### src/hw/rtl/lcfd_pkg.sv
// lcfd_pkg: shared types and constants of the length-checked frame deframer
// used by the core, the output stage, the top level and the checker
`default_nettype none

package lcfd_pkg;

    // header hunter phase, one-hot
    typedef enum logic [3:0] {
        PH_HUNT      = 4'b0001,
        PH_SAW_FIRST = 4'b0010,
        PH_HEADER    = 4'b0100,
        PH_PAYLOAD   = 4'b1000
    } t_phase;

    // kind of a result item
    typedef enum logic [1:0] {
        KIND_PAYLOAD   = 2'd0,
        KIND_EMPTY     = 2'd1,
        KIND_BAD_CHECK = 2'd2,
        KIND_TOO_LONG  = 2'd3
    } t_kind;

    // configuration register indexes
    localparam logic [1:0] REG_SYNC_FIRST  = 2'd0;
    localparam logic [1:0] REG_SYNC_SECOND = 2'd1;
    localparam logic [1:0] REG_MAX_PAYLOAD = 2'd2;

    localparam int CFG_IDX_W  = 2;
    localparam int CFG_DATA_W = 16;

    // reset values of the configuration registers
    localparam logic [7:0]  SYNC_FIRST_RST  = 8'hA3;
    localparam logic [7:0]  SYNC_SECOND_RST = 8'h97;
    localparam logic [15:0] MAX_PAYLOAD_RST = 16'd297;

    // one result from the core to the output stage
    typedef struct packed {
        logic       valid;
        logic [7:0] data;
        t_kind      kind;
        logic       last;
    } t_result;

endpackage

`default_nettype wire

### src/hw/rtl/lcfd_core.sv
// lcfd_core: sync hunt, header check, header rescan and payload count
// depends on lcfd_pkg; feeds a result for each payload byte and header outcome to lcfd_outreg
`default_nettype none

module lcfd_core
    import lcfd_pkg::*;
#(
    parameter int LEN_WIDTH = 16
) (
    input  wire logic                  i_clk,
    input  wire logic                  i_rst_n,
    input  wire logic                  i_accept,
    input  wire logic [7:0]            i_data,
    input  wire logic                  i_cfg_we,
    input  wire logic [CFG_IDX_W-1:0]  i_cfg_idx,
    input  wire logic [CFG_DATA_W-1:0] i_cfg_data,
    output t_result                    o_res
);

    t_phase                 r_phase, n_phase;
    logic [1:0]             r_idx, n_idx;
    logic [LEN_WIDTH-1:0]   r_left, n_left;
    logic [3:0][7:0]        r_rep, n_rep;
    logic [7:0]             r_sync1, r_sync2;
    logic [15:0]            r_max;

    logic [LEN_WIDTH-1:0]   len_w, chk_w, sum_w;
    logic [3:0][7:0]        held;
    t_phase                 s_ph;
    logic [1:0]             s_idx;
    logic [3:0][7:0]        s_rep;

    // configuration registers
    always_ff @(posedge i_clk) begin
        if (!i_rst_n) begin
            r_sync1 <= SYNC_FIRST_RST;
            r_sync2 <= SYNC_SECOND_RST;
            r_max   <= MAX_PAYLOAD_RST;
        end else if (i_cfg_we) begin
            unique case (i_cfg_idx)
                REG_SYNC_FIRST:  r_sync1 <= i_cfg_data[7:0];
                REG_SYNC_SECOND: r_sync2 <= i_cfg_data[7:0];
                REG_MAX_PAYLOAD: r_max   <= i_cfg_data[15:0];
                default: ;
            endcase
        end
    end

    // header words as they stand once the fourth header byte arrives
    assign len_w = LEN_WIDTH'({r_rep[1], r_rep[0]});
    assign chk_w = LEN_WIDTH'({i_data, r_rep[2]});
    assign sum_w = len_w + chk_w;

    // rescan of the four header bytes after a rejected header
    always_comb begin
        held  = {i_data, r_rep[2], r_rep[1], r_rep[0]};
        s_ph  = PH_HUNT;
        s_idx = 2'd0;
        s_rep = r_rep;
        for (int k = 0; k < 4; k++) begin
            unique case (s_ph)
                PH_SAW_FIRST: begin
                    if (held[k] == r_sync2) begin
                        s_ph  = PH_HEADER;
                        s_idx = 2'd0;
                    end else if (held[k] != r_sync1) begin
                        s_ph = PH_HUNT;
                    end
                end
                PH_HEADER: begin
                    s_rep[s_idx] = held[k];
                    s_idx        = s_idx + 2'd1;
                end
                default: begin
                    s_ph = (held[k] == r_sync1) ? PH_SAW_FIRST : PH_HUNT;
                end
            endcase
        end
    end

    // next state and result for one accepted byte
    always_comb begin
        n_phase = r_phase;
        n_idx   = r_idx;
        n_left  = r_left;
        n_rep   = r_rep;
        o_res   = '{valid: 1'b0, data: 8'd0, kind: KIND_PAYLOAD, last: 1'b0};
        if (i_accept) begin
            unique case (r_phase)
                PH_PAYLOAD: begin
                    o_res.valid = 1'b1;
                    o_res.data  = i_data;
                    if (r_left <= LEN_WIDTH'(1)) begin
                        o_res.last = 1'b1;
                        n_left     = '0;
                        n_phase    = PH_HUNT;
                    end else begin
                        n_left = r_left - LEN_WIDTH'(1);
                    end
                end
                PH_HEADER: begin
                    if (r_idx != 2'd3) begin
                        n_rep[r_idx] = i_data;
                        n_idx        = r_idx + 2'd1;
                    end else begin
                        priority if (sum_w != '0) begin
                            o_res.valid = 1'b1;
                            o_res.kind  = KIND_BAD_CHECK;
                            n_phase     = s_ph;
                            n_idx       = s_idx;
                            n_rep       = s_rep;
                        end else if (16'(len_w) > r_max) begin
                            o_res.valid = 1'b1;
                            o_res.kind  = KIND_TOO_LONG;
                            n_phase     = s_ph;
                            n_idx       = s_idx;
                            n_rep       = s_rep;
                        end else if (len_w == '0) begin
                            o_res.valid = 1'b1;
                            o_res.kind  = KIND_EMPTY;
                            n_phase     = PH_HUNT;
                            n_idx       = 2'd0;
                        end else begin
                            n_phase = PH_PAYLOAD;
                            n_left  = len_w;
                            n_idx   = 2'd0;
                        end
                    end
                end
                PH_SAW_FIRST: begin
                    if (i_data == r_sync2) begin
                        n_phase = PH_HEADER;
                        n_idx   = 2'd0;
                    end else if (i_data != r_sync1) begin
                        n_phase = PH_HUNT;
                    end
                end
                default: begin
                    n_phase = (i_data == r_sync1) ? PH_SAW_FIRST : PH_HUNT;
                end
            endcase
        end
    end

    // control state
    always_ff @(posedge i_clk) begin
        if (!i_rst_n) begin
            r_phase <= PH_HUNT;
            r_idx   <= 2'd0;
            r_left  <= '0;
        end else begin
            r_phase <= n_phase;
            r_idx   <= n_idx;
            r_left  <= n_left;
        end
    end

    // held header bytes, no reset
    always_ff @(posedge i_clk) begin
        r_rep <= n_rep;
    end

endmodule

`default_nettype wire

### src/hw/rtl/lcfd_outreg.sv
// lcfd_outreg: output register between the core and the result stream
// depends on lcfd_pkg for the result struct
`default_nettype none

module lcfd_outreg
    import lcfd_pkg::*;
(
    input  wire logic    i_clk,
    input  wire logic    i_rst_n,
    input  wire t_result i_res,
    input  wire logic    i_ready,
    output logic         o_free,
    output logic         o_valid,
    output logic [7:0]   o_data,
    output t_kind        o_kind,
    output logic         o_last
);

    logic  r_valid, n_valid;
    logic  [7:0] r_data;
    t_kind r_kind;
    logic  r_last;

    // slot can take a new result when empty or being drained
    assign o_free  = !r_valid || i_ready;
    assign n_valid = i_res.valid ? 1'b1 : (i_ready ? 1'b0 : r_valid);

    always_ff @(posedge i_clk) begin
        if (!i_rst_n) begin
            r_valid <= 1'b0;
        end else begin
            r_valid <= n_valid;
        end
    end

    // result payload
    always_ff @(posedge i_clk) begin
        if (i_res.valid) begin
            r_data <= i_res.data;
            r_kind <= i_res.kind;
            r_last <= i_res.last;
        end
    end

    assign o_valid = r_valid;
    assign o_data  = r_data;
    assign o_kind  = r_kind;
    assign o_last  = r_last;

endmodule

`default_nettype wire

### src/hw/rtl/length_checked_frame_deframer_unit.sv
// Byte-stream deframer: hunts for a two-byte sync pair, checks a little-endian
// length word against its negation, then passes the payload bytes with tlast
// on the final one. Failed checks, over-limit and zero lengths give one result
// each; on the first two the four header bytes are rescanned in the same cycle.
// One byte is accepted every clock cycle; a result leaves through a single
// output register in the cycle after its byte, and input stalls only while that
// register is full and the downstream side holds tready low. The header
// check and the four-byte rescan are combinational logic. The user must write
// configuration only while no request is in flight; not enforced by the block.
// depends on lcfd_pkg, lcfd_core, lcfd_outreg
`default_nettype none

module length_checked_frame_deframer_unit
    import lcfd_pkg::*;
#(
    parameter int LEN_WIDTH = 16
) (
    input  wire logic                  i_clk,
    input  wire logic                  i_rst_n,
    input  wire logic                  s_axis_tvalid,
    output logic                       s_axis_tready,
    input  wire logic [7:0]            s_axis_tdata,  // [7:0] in_byte
    output logic                       m_axis_tvalid,
    input  wire logic                  m_axis_tready,
    output logic [7:0]                 m_axis_tdata,  // [7:0] out_byte
    output logic [1:0]                 m_axis_tuser,  // [1:0] out_kind
    output logic                       m_axis_tlast,
    input  wire logic                  i_cfg_we,
    input  wire logic [CFG_IDX_W-1:0]  i_cfg_idx,
    input  wire logic [CFG_DATA_W-1:0] i_cfg_data
);

    logic    accept;
    logic    free;
    t_result res;
    t_kind   kind;

    // request accepted when the output slot can take its result
    assign s_axis_tready = free;
    assign accept        = s_axis_tvalid && free;

    lcfd_core #(
        .LEN_WIDTH (LEN_WIDTH)
    ) u_core (
        .i_clk      (i_clk),
        .i_rst_n    (i_rst_n),
        .i_accept   (accept),
        .i_data     (s_axis_tdata),
        .i_cfg_we   (i_cfg_we),
        .i_cfg_idx  (i_cfg_idx),
        .i_cfg_data (i_cfg_data),
        .o_res      (res)
    );

    lcfd_outreg u_out (
        .i_clk   (i_clk),
        .i_rst_n (i_rst_n),
        .i_res   (res),
        .i_ready (m_axis_tready),
        .o_free  (free),
        .o_valid (m_axis_tvalid),
        .o_data  (m_axis_tdata),
        .o_kind  (kind),
        .o_last  (m_axis_tlast)
    );

    assign m_axis_tuser = kind;

endmodule

`default_nettype wire

### config.mk
export PLATFORM = sky130hd
export DESIGN_NAME = length_checked_frame_deframer_unit
export DESIGN_NICKNAME = d
export VERILOG_FILES = /design/src/hw/rtl/lcfd_pkg.sv /design/src/hw/rtl/lcfd_core.sv /design/src/hw/rtl/lcfd_outreg.sv /design/src/hw/rtl/length_checked_frame_deframer_unit.sv
export SDC_FILE = /design/constraint.sdc
export NUM_CORES = 1
export LEC_CHECK = 0
export BUFFER_PORTS_ARGS = -buffer_cell sky130_fd_sc_hd__buf_2
export CELL_PAD_IN_SITES_DETAIL_PLACEMENT = 1
export CELL_PAD_IN_SITES_GLOBAL_PLACEMENT = 2
export CORE_ASPECT_RATIO = 1.25
export CORE_UTILIZATION = 34
export DETAILED_ROUTE_END_ITERATION = 10
export PLACE_DENSITY_LB_ADDON = 0.1
export SKIP_LAST_GASP = 1
export SLEW_MARGIN = 20
export SYNTH_ARGS = -nofsm -noshare
export SYNTH_HDL_FRONTEND = slang
export SYNTH_SLANG_ARGS = --single-unit
### constraint.sdc
create_clock -name i_clk -period 3.9 [get_ports i_clk]
set_input_delay 0.585 -clock i_clk [delete_from_list [all_inputs] [get_ports i_clk]]
set_output_delay 0.585 -clock i_clk [all_outputs]
set_load 0.02 [all_outputs]
* After elaboration in Yosys (flattened, before gate mapping) *
Index checks and enable logic that the tools add are counted.

word-level totals
  register bits after elaboration = 98
  input port bits = 31
  logic and storage cells = 150

operators by class
  add/sub/neg operators = 5
  magnitude comparators = 8
  equality and inequality tests = 29
  multiplexer cells = 68
  bitwise gates (word level) = 2
  reduce and logical (&&, ||, !) cells = 23

operators with widths
  cell                   count
  $mux 32                5
  $bwmux 32              3
  $mux 16                5
  $eq 8x8->1             7
  $mux 4                 13
  $demux 8 s2            3
  $mux 8                 5
  $pmux 16 s2            1
  $mux 2                 13
  $ne 8x8->1             3
  $pmux 4 s2             3
  $add 16x16->16         1
  $eq 4x2->1 const B     4
  $eq 4x3->1 const B     4
  $gt 16x16->1           1
  $le 16x1->1 const B    1
  $logic_not 16->1       1
  $reduce_bool 16->1     1
  $sub 16x1->16 const B  1
  $mux 12                1
  $pmux 2 s2             3
  $pmux 4 s3             1
  $mux 1                 11
  $ne 2x2->1 const B     5
  other kinds (25)       39

* Longest topological paths before layout *
Gate-level depths: netlist of run 1.

  depth after elaboration = 16
  mapped depth = 14
  mapped depth without buffers = 11

* Cells and area by module *
From an unflattened synthesis of run 1, not the netlist that was laid out.

unflattened totals
  cells, all modules = 729
  area, all modules = 6248.5 um2

by module, submodules not included
  module                              times used  cells an instance  area each (um2)  sequential area each (um2)
  lcfd_core                           1           713                5863.1           1801.7
  lcfd_outreg                         1           15                 379.1            350.3
  length_checked_frame_deframer_unit  1           1                  6.3              0.0

* Worst setup path before layout of run 1 *
No wires, ideal clock.

  kind = reg-to-reg
  start = register u_core.r_rep (netlist bit u_core.held[0])
  end = register u_core.r_rep (netlist bit u_core.held[10]) (enable)
  setup time = 0.373 ns
  arrival = 3.531 ns
  required time = 3.527 ns
  path slack = -0.004 ns
  cell stages (with the launch flop) = 12
  buffers on the path = 0
  period minus slack after synthesis = 3.904 ns
  path through = edfxtp_1 -> ha_1 -> fa_1 -> a21o_1 -> a221oi_1 -> o31ai_2 -> nand4_1 -> mux2_2 -> o211ai_1 -> nor3_2 -> a211oi_1 -> nor2b_1

on the way
  word-level cells in the longest chain between the ends = 4
  elaborated cells on any way between the ends = 5
  those cells by class = add/sub: 1; order compare: 1; reduce/logical: 3

ends and longest elaborated chain
  what                                  line              source
  from (decl)                           lcfd_core.sv:23   logic [3:0][7:0] r_rep, n_rep;
  from (signal assigned)                lcfd_core.sv:160  r_rep <= n_rep;
  $add 16x16->16                        lcfd_core.sv:52   assign sum_w = len_w + chk_w;
  $reduce_bool 16->1                    lcfd_core.sv:106  priority if (sum_w != '0) begin
  $reduce_bool 3->1 (no source line) *  -
  $reduce_and 3->1 (no source line) *   -

Every way passes the cells marked *; elsewhere a longest branch is shown, timed or not.
A chain may end at the register's enable or synchronous reset.

* Worst setup path after layout of run 1 *
  start = register u_core.r_rep (netlist bit u_core.held[0])
  end = register u_core.r_left[12]

on the way
  word-level cells in the longest chain between the ends = 4
  elaborated cells on any way between the ends = 8
  those cells by class = add/sub: 1; order compare: 1; eq/ne: 3; reduce/logical: 3

ends and longest elaborated chain
  what                                 line              source
  $add 16x16->16                       lcfd_core.sv:52
  $reduce_bool 16->1                   lcfd_core.sv:106
  $ne 2x2->1 (no source line)          -
  $reduce_and 6->1 (no source line) *  -
  to (signal assigned)                 lcfd_core.sv:154  r_left <= n_left;
  to (decl)                            lcfd_core.sv:22   logic [LEN_WIDTH-1:0] r_left, n_left;

Marks and branches as above.

==> impl_metrics.yaml, run 1 <==
power:
  irDropWorstVdd_mv: 0.1722
  total_power_w: 0.002146
  p_leak_nw: 2.822
  power_density_mw_per_mm2: 288.3
global_route:
  grt_pass1_vias: 6205
  grt_usage_pct: 24.89
  grt_max_degree: 26
  overflow: 0
  grt_pass1_wl_um: 34890
  antenna_found_initial: 1
hold_path:
  hold_depth: 2
  hp-class: "reg -> reg"
floorplanning:
  die_width_um: 123.0
  start_util_pct: 35.12
  ios: 44
  core_mm2: 0.01770
  row_count: 54
  die_y_um: 153.2
  die-area_mm2: 0.01883
worst_setup_path:
  path_delay_family: "simple AND/OR/NAND/NOR gates"
  slowest_delay_ns: 0.59
  slowest_stage: "or4b_4"
  reg2regPathDepth: 13
  path_cells: "ha_2 -> fa_1 -> a21o_1 -> a221oi_2 -> buf_4 -> o31ai_2 -> mux2_1 -> o21ai_1 -> or4b_4 -> or4_4 -> buf_6 -> a21oi_2 -> o32ai_2"
  timing.critical_path.buf_inv: 2
  start_kind: "flop"
  path_max_fanout: 15
  arrival_ns: 4.01
  crit_path_end_kind: "flop"
  crit_required_ns: 4.10
  path_class: "reg -> reg"
  cp.depth: 13
detailed_routing:
  routed_wl_um: 22610
  avgRoutedWirePerCell_um: 21.72
  vias: 5815
  drcViolationCount: 0
  drt_iter0_drc: 313
  firstDrtPassIters: 5
  via_per_inst: 5.586
  final_antenna_net_count: 0
finish:
  drive_gt1_share_pct: 18.12
  syn_to_final_growth_pct: 19.72
  antenna_cells: 0
  final_nets: 882
  stdcell_count: 1041
timing:
  fin_setup_tns_ns: 0
  fin_crit_sh_pct: 97.80
  holdWs_ns: 0.4551
  hold_viol: 0
  drv_slew: 0
  fin_crit_ns: 3.814
  worst_pin_slew_ns: 1.022
  finalClockSkew_ns: 0.009539
  max_freq_mhz: 262.2
  max-slew-margin-rel_pct: 29.90
  setup_viol: 0
synth:
  async_reset_ff_share_pct: 0
  syn_area_per_cell_um2: 8.505
  ys_seq_area_share_pct: 34.61
  synth-edff-count: 35
  synth-seq-cells: 90
  yosys.area.top_type: "dfxtp_1"
  ys_top_cells_by_count: "nand2_1, a21oi_1, dfxtp_1, xnor2_1, ha_1"
  synth_top_area_share_pct: 17.71
  syn_nets: 801
  synth_most_common_cell: "nand2_1"
  yosysUniqueCellTypes: 66
  syn-cell-area_mm2: 0.006217
  synthTopCellsByArea: "dfxtp_1, edfxtp_1, xnor2_1, ha_1, nand2_1"
  synth-main-ff-cell: "dfxtp_1"
  yosysWarnings: 0
  syn_inst: 731
clock_network:
  cts_buffers: 9
  cts_max_level: 3
  clock_latency_ns: 0.35
  cts.sinks: 90
  cts_hold_buffers: 0
  cts_setup_buffers: 0
  root_buffer: "clkbuf_16"
  cts_tree: "done"
  cts.clk_slew.worst_paths_ns: 0.06
  clockBufferDepth: 2
run_status:
  status: "finished, final reports clean"
run:
  max_cap_viol_count: 0
placed_design:
  place_hpwl_um: 17410
  globalplace.congestion: 0.8676
  port_buffers: 43
  dp_cells: 1025
## cell usage in the layout, fill, tap and decap left out, types with 4 or more instances in the layout
cell type,n
nor4_1,15
a21oi_1,57
mux2i_1,10
ha_1,37
buf_2,43
a211oi_1,6
o21a_1,4
nor2b_1,20
nor3b_1,4
o211ai_1,5
xor2_1,14
nor2_1,33
clkbuf_16,10
nand3_1,16
edfxtp_1,35
buf_4,65
nand2b_1,7
nand2_1,93
o22ai_1,5
inv_1,29
dfxtp_1,55
and2_1,20
a31oi_1,4
a21o_1,8
nand4_1,23
a22o_1,14
nor3_1,27
o21ai_0,25
nand3b_1,5
xnor2_1,55
and3_1,5
## repair_timing
| action | 4_1_cts | 5_1_grt |
|---|---|---|
| gates resized for setup | 4 | 11 |
| endpoints found under the setup margin | 32 | 52 |
| pin swaps | 0 | 2 |
## per-layer routing
metal | GRT usage, % | wire (um) | vias up | share of wire [%]
li1 | - | - | 2788 | -
met1 | 29.84 | 9724 | 2865 | 43
met2 | 44.17 | 11450 | 113 | 51
met3 | 3.433 | 656 | 47 | 2.9
met4 | 9.408 | 758 | 2 | 3.4
met5 | 0 | 13 | - | 0.058
## power breakdown
| part | leakage (nW) | internal [W] | switching (W) |
|---|---|---|---|
| Combinational | 1.94 | 0.0000846 | 0.000114 |
| Sequential | 0.728 | 0.000983 | 0.0000176 |
| Clock | 0.155 | 0.000552 | 0.000394 |
## worst paths after layout
check | startpoint | endpoint | slack [ns]
hold reg to reg | u_core.r_max[14]$_SDFFE_PN0P_ | u_core.r_max[14]$_SDFFE_PN0P_ | 0.46
hold / removal | u_core.r_max[14]$_SDFFE_PN0P_ | u_core.r_max[14]$_SDFFE_PN0P_ | 0.46
setup reg to reg | u_core.held[0]$_DFFE_PP_ | u_core.r_left[12]$_SDFFE_PN0P_ | 0.09
setup / recovery | u_core.held[0]$_DFFE_PP_ | u_core.r_left[12]$_SDFFE_PN0P_ | 0.09
## stage by stage
step / util (%) / setup slack (ns) / instance area (um2)
detailed placement: 39.89 / -0.08218 / 7061
global route: 42.05 / -0.02996 / 7443
finish: 42.05 / 0.08588 / 7443
CTS: 41.77 / 0.01279 / 7395
floorplan: - / 0.05085 / 6222
global placement: 39.89 / -0.06078 / 7061
## logic make-up (layout without fill, tap and decap cells)
family	after synthesis	after routing	synth area share (%)
simple gates	287	287	23.77
compound gates	162	162	16.91
flops	90	90	34.61
xor+xnor	70	70	9.982
buf+inv	69	155	4.427
fa+ha+maj	39	39	7.969
mux	14	14	2.334
## tightest hold or removal path, cell delays in order (launching register included)
cell,delay [ns]
dfxtp_1,0.31
nand2_1,0.05
a21oi_1,0.05
## registers in the layout, indices dropped and copies added, names as in the netlist
signal          cells
u_core.chk_w        8
u_core.held        16
u_core.r_idx        2
u_core.r_left      16
u_core.r_max       16
u_core.r_phase      4
u_core.r_sync1      8
u_core.r_sync2      8
u_out.o_data        8
u_out.o_kind        2
u_out.o_last        1
u_out.o_valid       1
## layout make-up
| class | instances | area [um2] |
|---|---|---|
| inverter | 29 | 108.9 |
| fill | 2128 | 10260 |
| clock buffer | 12 | 267.8 |
| timing repair buffer | 110 | 725.7 |
| sequential | 90 | 2152 |
| multi-input combinational | 572 | 3861 |
| tap | 224 | 280.3 |
| clock inverter | 4 | 47.55 |
No activity file was read; power rests on OpenSTA's default activity.
==> run 2: changes to the inputs <==
- CORE_MARGIN: not set -> 2
==> run 2 against run 1 <==
Routed wire length down 2.9%. Critical path depth unchanged. Clock-buffer cell count unchanged. Critical endpoint is now u_core.r_left[15]$_SDFFE_PN0P_. Cell count down 0.58%. Cell area down 1.3%. Fmax up 1.3%. Utilization down 1.3 points.
==> impl_metrics.yaml, run 2 (synthesis gave the netlist of run 1 again) <==
run_status:
  status: "finished, final reports clean"
finish:
  final_common_cell: "nand2_1"
  fill_cells: 2174
  antenna_cells: 0
  final_nets: 872
  drive_gt1_share_pct: 17.10
  syn_to_final_growth_pct: 18.17
  final_cell_mix: "nand2_1, a21oi_1, xnor2_1, buf_4, dfxtp_1"
timing:
  fin_crit_ns: 3.766
  max_freq_mhz: 265.6
  max-slew-margin-rel_pct: 46.45
  hold_viol: 0
  fin_crit_sh_pct: 96.55
  fin_setup_tns_ns: 0
  setup_viol: 0
  drv_slew: 0
  rsz0062_at_grt: "yes"
  finalClockSkew_ns: 0.01052
  worst_pin_slew_ns: 0.7809
clock_network:
  root_buffer: "clkbuf_16"
  clockBufferDepth: 2
  cts_max_level: 3
  cts.sinks: 90
  clock_latency_ns: 0.36
  cts.clk_slew.worst_paths_ns: 0.07
  cts_tree: "done"
  cts_buffers: 9
placed_design:
  place_hpwl_um: 17370
  port_buffers: 43
  globalplace.congestion: 0.9032
detailed_routing:
  firstDrtPassIters: 4
  routed_wl_um: 21960
  drt_iter0_drc: 328
  vias: 5804
  via_per_inst: 5.608
  drcViolationCount: 0
  final_antenna_net_count: 0
  avgRoutedWirePerCell_um: 21.21
floorplanning:
  start_util_pct: 34.48
  core_mm2: 0.01803
  die-area_mm2: 0.01939
  die_y_um: 155.2
  ios: 44
  die_width_um: 125.0
  row_count: 55
worst_setup_path:
  crit_path_end_kind: "flop"
  path_class: "reg -> reg"
  reg2reg_slack_ns: 0.13
  arrival_ns: 3.99
  path_max_fanout: 15
  start_kind: "flop"
  crit_required_ns: 4.13
power:
  total_power_w: 0.002108
  sequentialPowerShare_pct: 47.5
  power_density_mw_per_mm2: 287.0
  p_leak_nw: 2.763
  p_sw_share_pct: 25.28
  switchingPower_w: 0.0005331
  combPwrFrac_pct: 9.2
  irDropWorstVdd_mv: 0.2052
  p_clk_share_pct: 43.3
  p_int_w: 0.001575
global_route:
  antenna_found_initial: 0
  grt_max_degree: 26
  grt_pass1_wl_um: 35310
  overflow: 0
  grt_usage_pct: 23.51
  grt_pass1_vias: 6161
run:
  max_cap_viol_count: 0
hold_path:
  hp-class: "reg -> reg"
## run 2: cell count changes in the layout (fill, tap and decap cells not counted), sizes merged
cell	change
buf	-10
bufinv	-1
clkinv	-1
inv	+1
clkinvlp	+1
## run 2: metrics by stage
step                      std cells  cell area (um2)  hold WS, ns  setup WS [ns]  utilization (%)
after detailed placement       1019             6990       0.4503        -0.1264            38.77
after floorplan                 731             6222       0.4339        0.05085                -
after global routing           1035             7347       0.4548       -0.02095            40.75
final                          1035             7347       0.4551         0.1344            40.75
after CTS                      1035             7308       0.4385        0.02535            40.53
after global placement         1019             6990       0.4441        0.03898            38.77
## run 2: final cells by class
class	count	area [um2]	area share (%)
flip-flops and latches	90	2152	29.29
clock inverters	4	31.28	0.4257
multi-input cells	572	3841	52.28
repair buffers	100	650.6	8.856
inverters	29	108.9	1.482
well taps	228	285.3	3.883
clock buffers	12	277.8	3.781
## run 2: worst max-delay path, stage by stage, from the launching register on
cell and delay, ns:
edfxtp_1 0.42, ha_2 0.23, fa_1 0.45, a21o_1 0.22, a221oi_2 0.22, buf_4 0.16, o31ai_2 0.08, mux2_1 0.21
o21ai_1 0.06, or4b_4 0.57, or4_4 0.57, buf_6 0.18, a32oi_1 0.18, o22ai_1 0.11
## run 2: power by group through the flow
stage               clock [W]  sequential [W]  combinational [W]
floorplan                   0         0.00101           0.000120
global placement            0         0.00102           0.000190
detailed placement          0         0.00102           0.000195
CTS                  0.000937         0.00100           0.000196
global route         0.000966         0.00100           0.000217
finish               0.000914         0.00100           0.000194
## run 2: layer usage
| layer | wire (um) | global-route usage (%) |
|---|---|---|
| met1 | 9603 | 29.52 |
| met2 | 10880 | 40.96 |
| met3 | 856 | 3.645 |
| met4 | 620 | 8.624 |
| met5 | 0 | 0 |
## run 2: final timing paths
check | startpoint | to | depth (start not counted)
max reg2reg | u_core.held[0]$_DFFE_PP_ | u_core.r_left[15]$_SDFFE_PN0P_ | 13
min | u_core.r_max[9]$_SDFFE_PN0P_ | u_core.r_max[9]$_SDFFE_PN0P_ | 2
min reg2reg | u_core.r_max[9]$_SDFFE_PN0P_ | u_core.r_max[9]$_SDFFE_PN0P_ | 2
max | u_core.held[0]$_DFFE_PP_ | u_core.r_left[15]$_SDFFE_PN0P_ | 13
## run 2: repair_timing
item	in CTS	in global routing
endpoints found under the hold margin	0	0
pin swaps	0	0
setup buffers	0	0
gates resized for setup	2	10
hold buffers	0	0
setup endpoints to repair	25	52
==> run 3: changes to the inputs <==
- CORE_MARGIN: 2 -> 4
- CORE_UTILIZATION: 34 -> 35
- CTS_BUF_LIST: not set -> sky130_fd_sc_hd__clkbuf_4
- SKIP_CTS_REPAIR_TIMING: not set -> 1
==> run 3 against run 2 <==
Total power fell by 20%. Utilization up 0.21 points. Fmax rose by 0.80%. Register-to-register slack improved by 0.03 ns. First-iteration DRC count rose by 14%. Sequential cell count unchanged. Global-route usage fell by 1.4 points.
==> impl_metrics.yaml, run 3 (synthesis gave the netlist of run 1 again) <==
run_status:
  status: "finished, final reports clean"
global_route:
  grt_pass1_wl_um: 34190
  grt_pass1_vias: 6026
  overflow: 0
  grt_usage_pct: 22.08
  grt_max_degree: 26
  antenna_found_initial: 1
timing:
  hold_viol: 0
  fin_crit_sh_pct: 95.78
  finalClockSkew_ns: 0.04695
  drv_slew: 0
  fin_crit_ns: 3.736
  max-slew-margin-rel_pct: 45.27
  max_freq_mhz: 267.7
  holdWs_ns: 0.3207
  worst_pin_slew_ns: 0.7981
  rsz0062_at_grt: "yes"
  setup_viol: 0
  fin_setup_tns_ns: 0
clock_network:
  clockBufferDepth: 2
  root_buffer: "clkbuf_4"
  cts_buffers: 9
  cts.clk_slew.worst_paths_ns: 0.14
  cts_tree: "done"
  clock_latency_ns: 0.50
  cts.sinks: 90
  cts_max_level: 3
detailed_routing:
  avgRoutedWirePerCell_um: 21.04
  firstDrtPassIters: 4
  via_per_inst: 5.601
  drcViolationCount: 0
  final_antenna_net_count: 0
  drt_iter0_drc: 373
  routed_wl_um: 21720
  vias: 5780
floorplanning:
  die_y_um: 157.0
  die_width_um: 127.2
  die-area_mm2: 0.01997
  row_count: 54
  core_mm2: 0.01743
  ios: 44
  start_util_pct: 35.67
worst_setup_path:
  slowest_stage: "fa_1"
  path_cells: "ha_1 -> fa_1 -> a21o_1 -> a221oi_2 -> buf_4 -> o31ai_2 -> nand4_1 -> mux2_2 -> o211ai_1 -> nor3_2 -> buf_4 -> a211oi_2 -> nor2b_4"
  slowest_delay_ns: 0.47
  reg2reg_slack_ns: 0.16
  crit_path_end_kind: "flop"
  reg2reg_to: "u_core.held[2]$_DFFE_PP_"
  arrival_ns: 3.89
  start_kind: "flop"
  path_class: "reg -> reg"
  reg2regPathDepth: 13
  path_max_fanout: 8
  crit_required_ns: 4.06
  r2r-start: "u_core.held[0]$_DFFE_PP_"
  crit_top_cell: "buf_4"
placed_design:
  place_hpwl_um: 16790
  globalplace.congestion: 0.8805
  port_buffers: 43
power:
  total_power_w: 0.001692
  power_density_mw_per_mm2: 237.0
  irDropWorstVdd_mv: 0.1459
  p_leak_nw: 2.678
finish:
  final_common_cell: "nand2_1"
  final_cell_mix: "nand2_1, a21oi_1, buf_4"
  syn_to_final_growth_pct: 14.85
  drive_gt1_share_pct: 16.73
  final_nets: 872
hold_path:
  hp-class: "in -> reg"
  min_from: "i_cfg_data[10]"
  hold_depth: 3
  min_to: "u_core.r_max[10]$_SDFFE_PN0P_"
run:
  max_cap_viol_count: 0
-- run 3: cell count changes in the layout (fill, tap and decap cells not counted), moves of 2 or more --
cell	before	now
clkinv_4	2	0
clkbuf_16	10	0
clkbuf_8	2	0
clkbuf_4	0	13
-- run 3: worst max path at each step --
stage                             start                        endpoint  slack (ns)  cells after the start
2_1_floorplan  u_core.held[0]$_DFFE_PP_  u_core.r_left[15]$_SDFFE_PN0P_        0.05                     14
3_3_place_gp            s_axis_tdata[6]   u_out.o_data[3]$_SDFFCE_PN0P_       -0.05                     12
3_5_place_dp   u_core.held[0]$_DFFE_PP_        u_core.held[5]$_DFFE_PP_       -0.09                     13
4_1_cts        u_core.held[0]$_DFFE_PP_        u_core.held[2]$_DFFE_PP_       -0.13                     13
5_1_grt        u_core.held[0]$_DFFE_PP_  u_core.r_left[11]$_SDFFE_PN0P_       -0.01                     14
6_report       u_core.held[0]$_DFFE_PP_        u_core.held[2]$_DFFE_PP_        0.16                     13
-- run 3: through the flow --
stage	std cells	area [um2]	setup slack, ns	utilization (%)
after floorplan	731	6222	0.05085	-
after global placement	1015	6985	-0.04913	40.07
after detailed placement	1015	6985	-0.08863	40.07
after CTS	1031	7101	-0.1311	40.73
after global routing	1032	7141	-0.01487	40.96
final	1032	7141	0.1644	40.96
-- run 3: layout make-up --
cell class	count	area [um2]
Multi-Input combinational cell	572	3835
Clock buffer	13	97.59
Inverter	29	108.9
Clock inverter	3	17.52
Tap cell	224	280.3
Timing Repair Buffer	100	646.9
Fill cell	2112	10290
Sequential cell	90	2152
Antenna cell	1	2.502
-- run 3: layer usage --
metal / share of wire, % / track usage [%] / vias to the layer above
met5: 0 / 0 / -
met4: 2.7 / 8.022 / 0
met3: 3.8 / 2.749 / 31
met2: 49 / 38.82 / 123
met1: 44 / 27.80 / 2857
li1: - / - / 2769
-- run 3: critical path, delay by kind of cell (launching register included) --
| kind | cells | cell delay, ns |
|---|---|---|
| AO/OA/AOI/OAI | 5 | 1.09 |
| adder cells (fa/ha/maj) | 2 | 0.72 |
| buffers and inverters | 2 | 0.32 |
| flip-flops | 1 | 0.42 |
| multiplexers | 1 | 0.35 |
| AND/OR/NAND/NOR | 3 | 0.55 |
-- run 3: where the power goes --
part | total, W | switching, W | internal [W]
sequential | 0.00100 | 0.0000177 | 0.000984
combinational | 0.000194 | 0.000111 | 0.0000829
clock | 0.000497 | 0.000337 | 0.000160
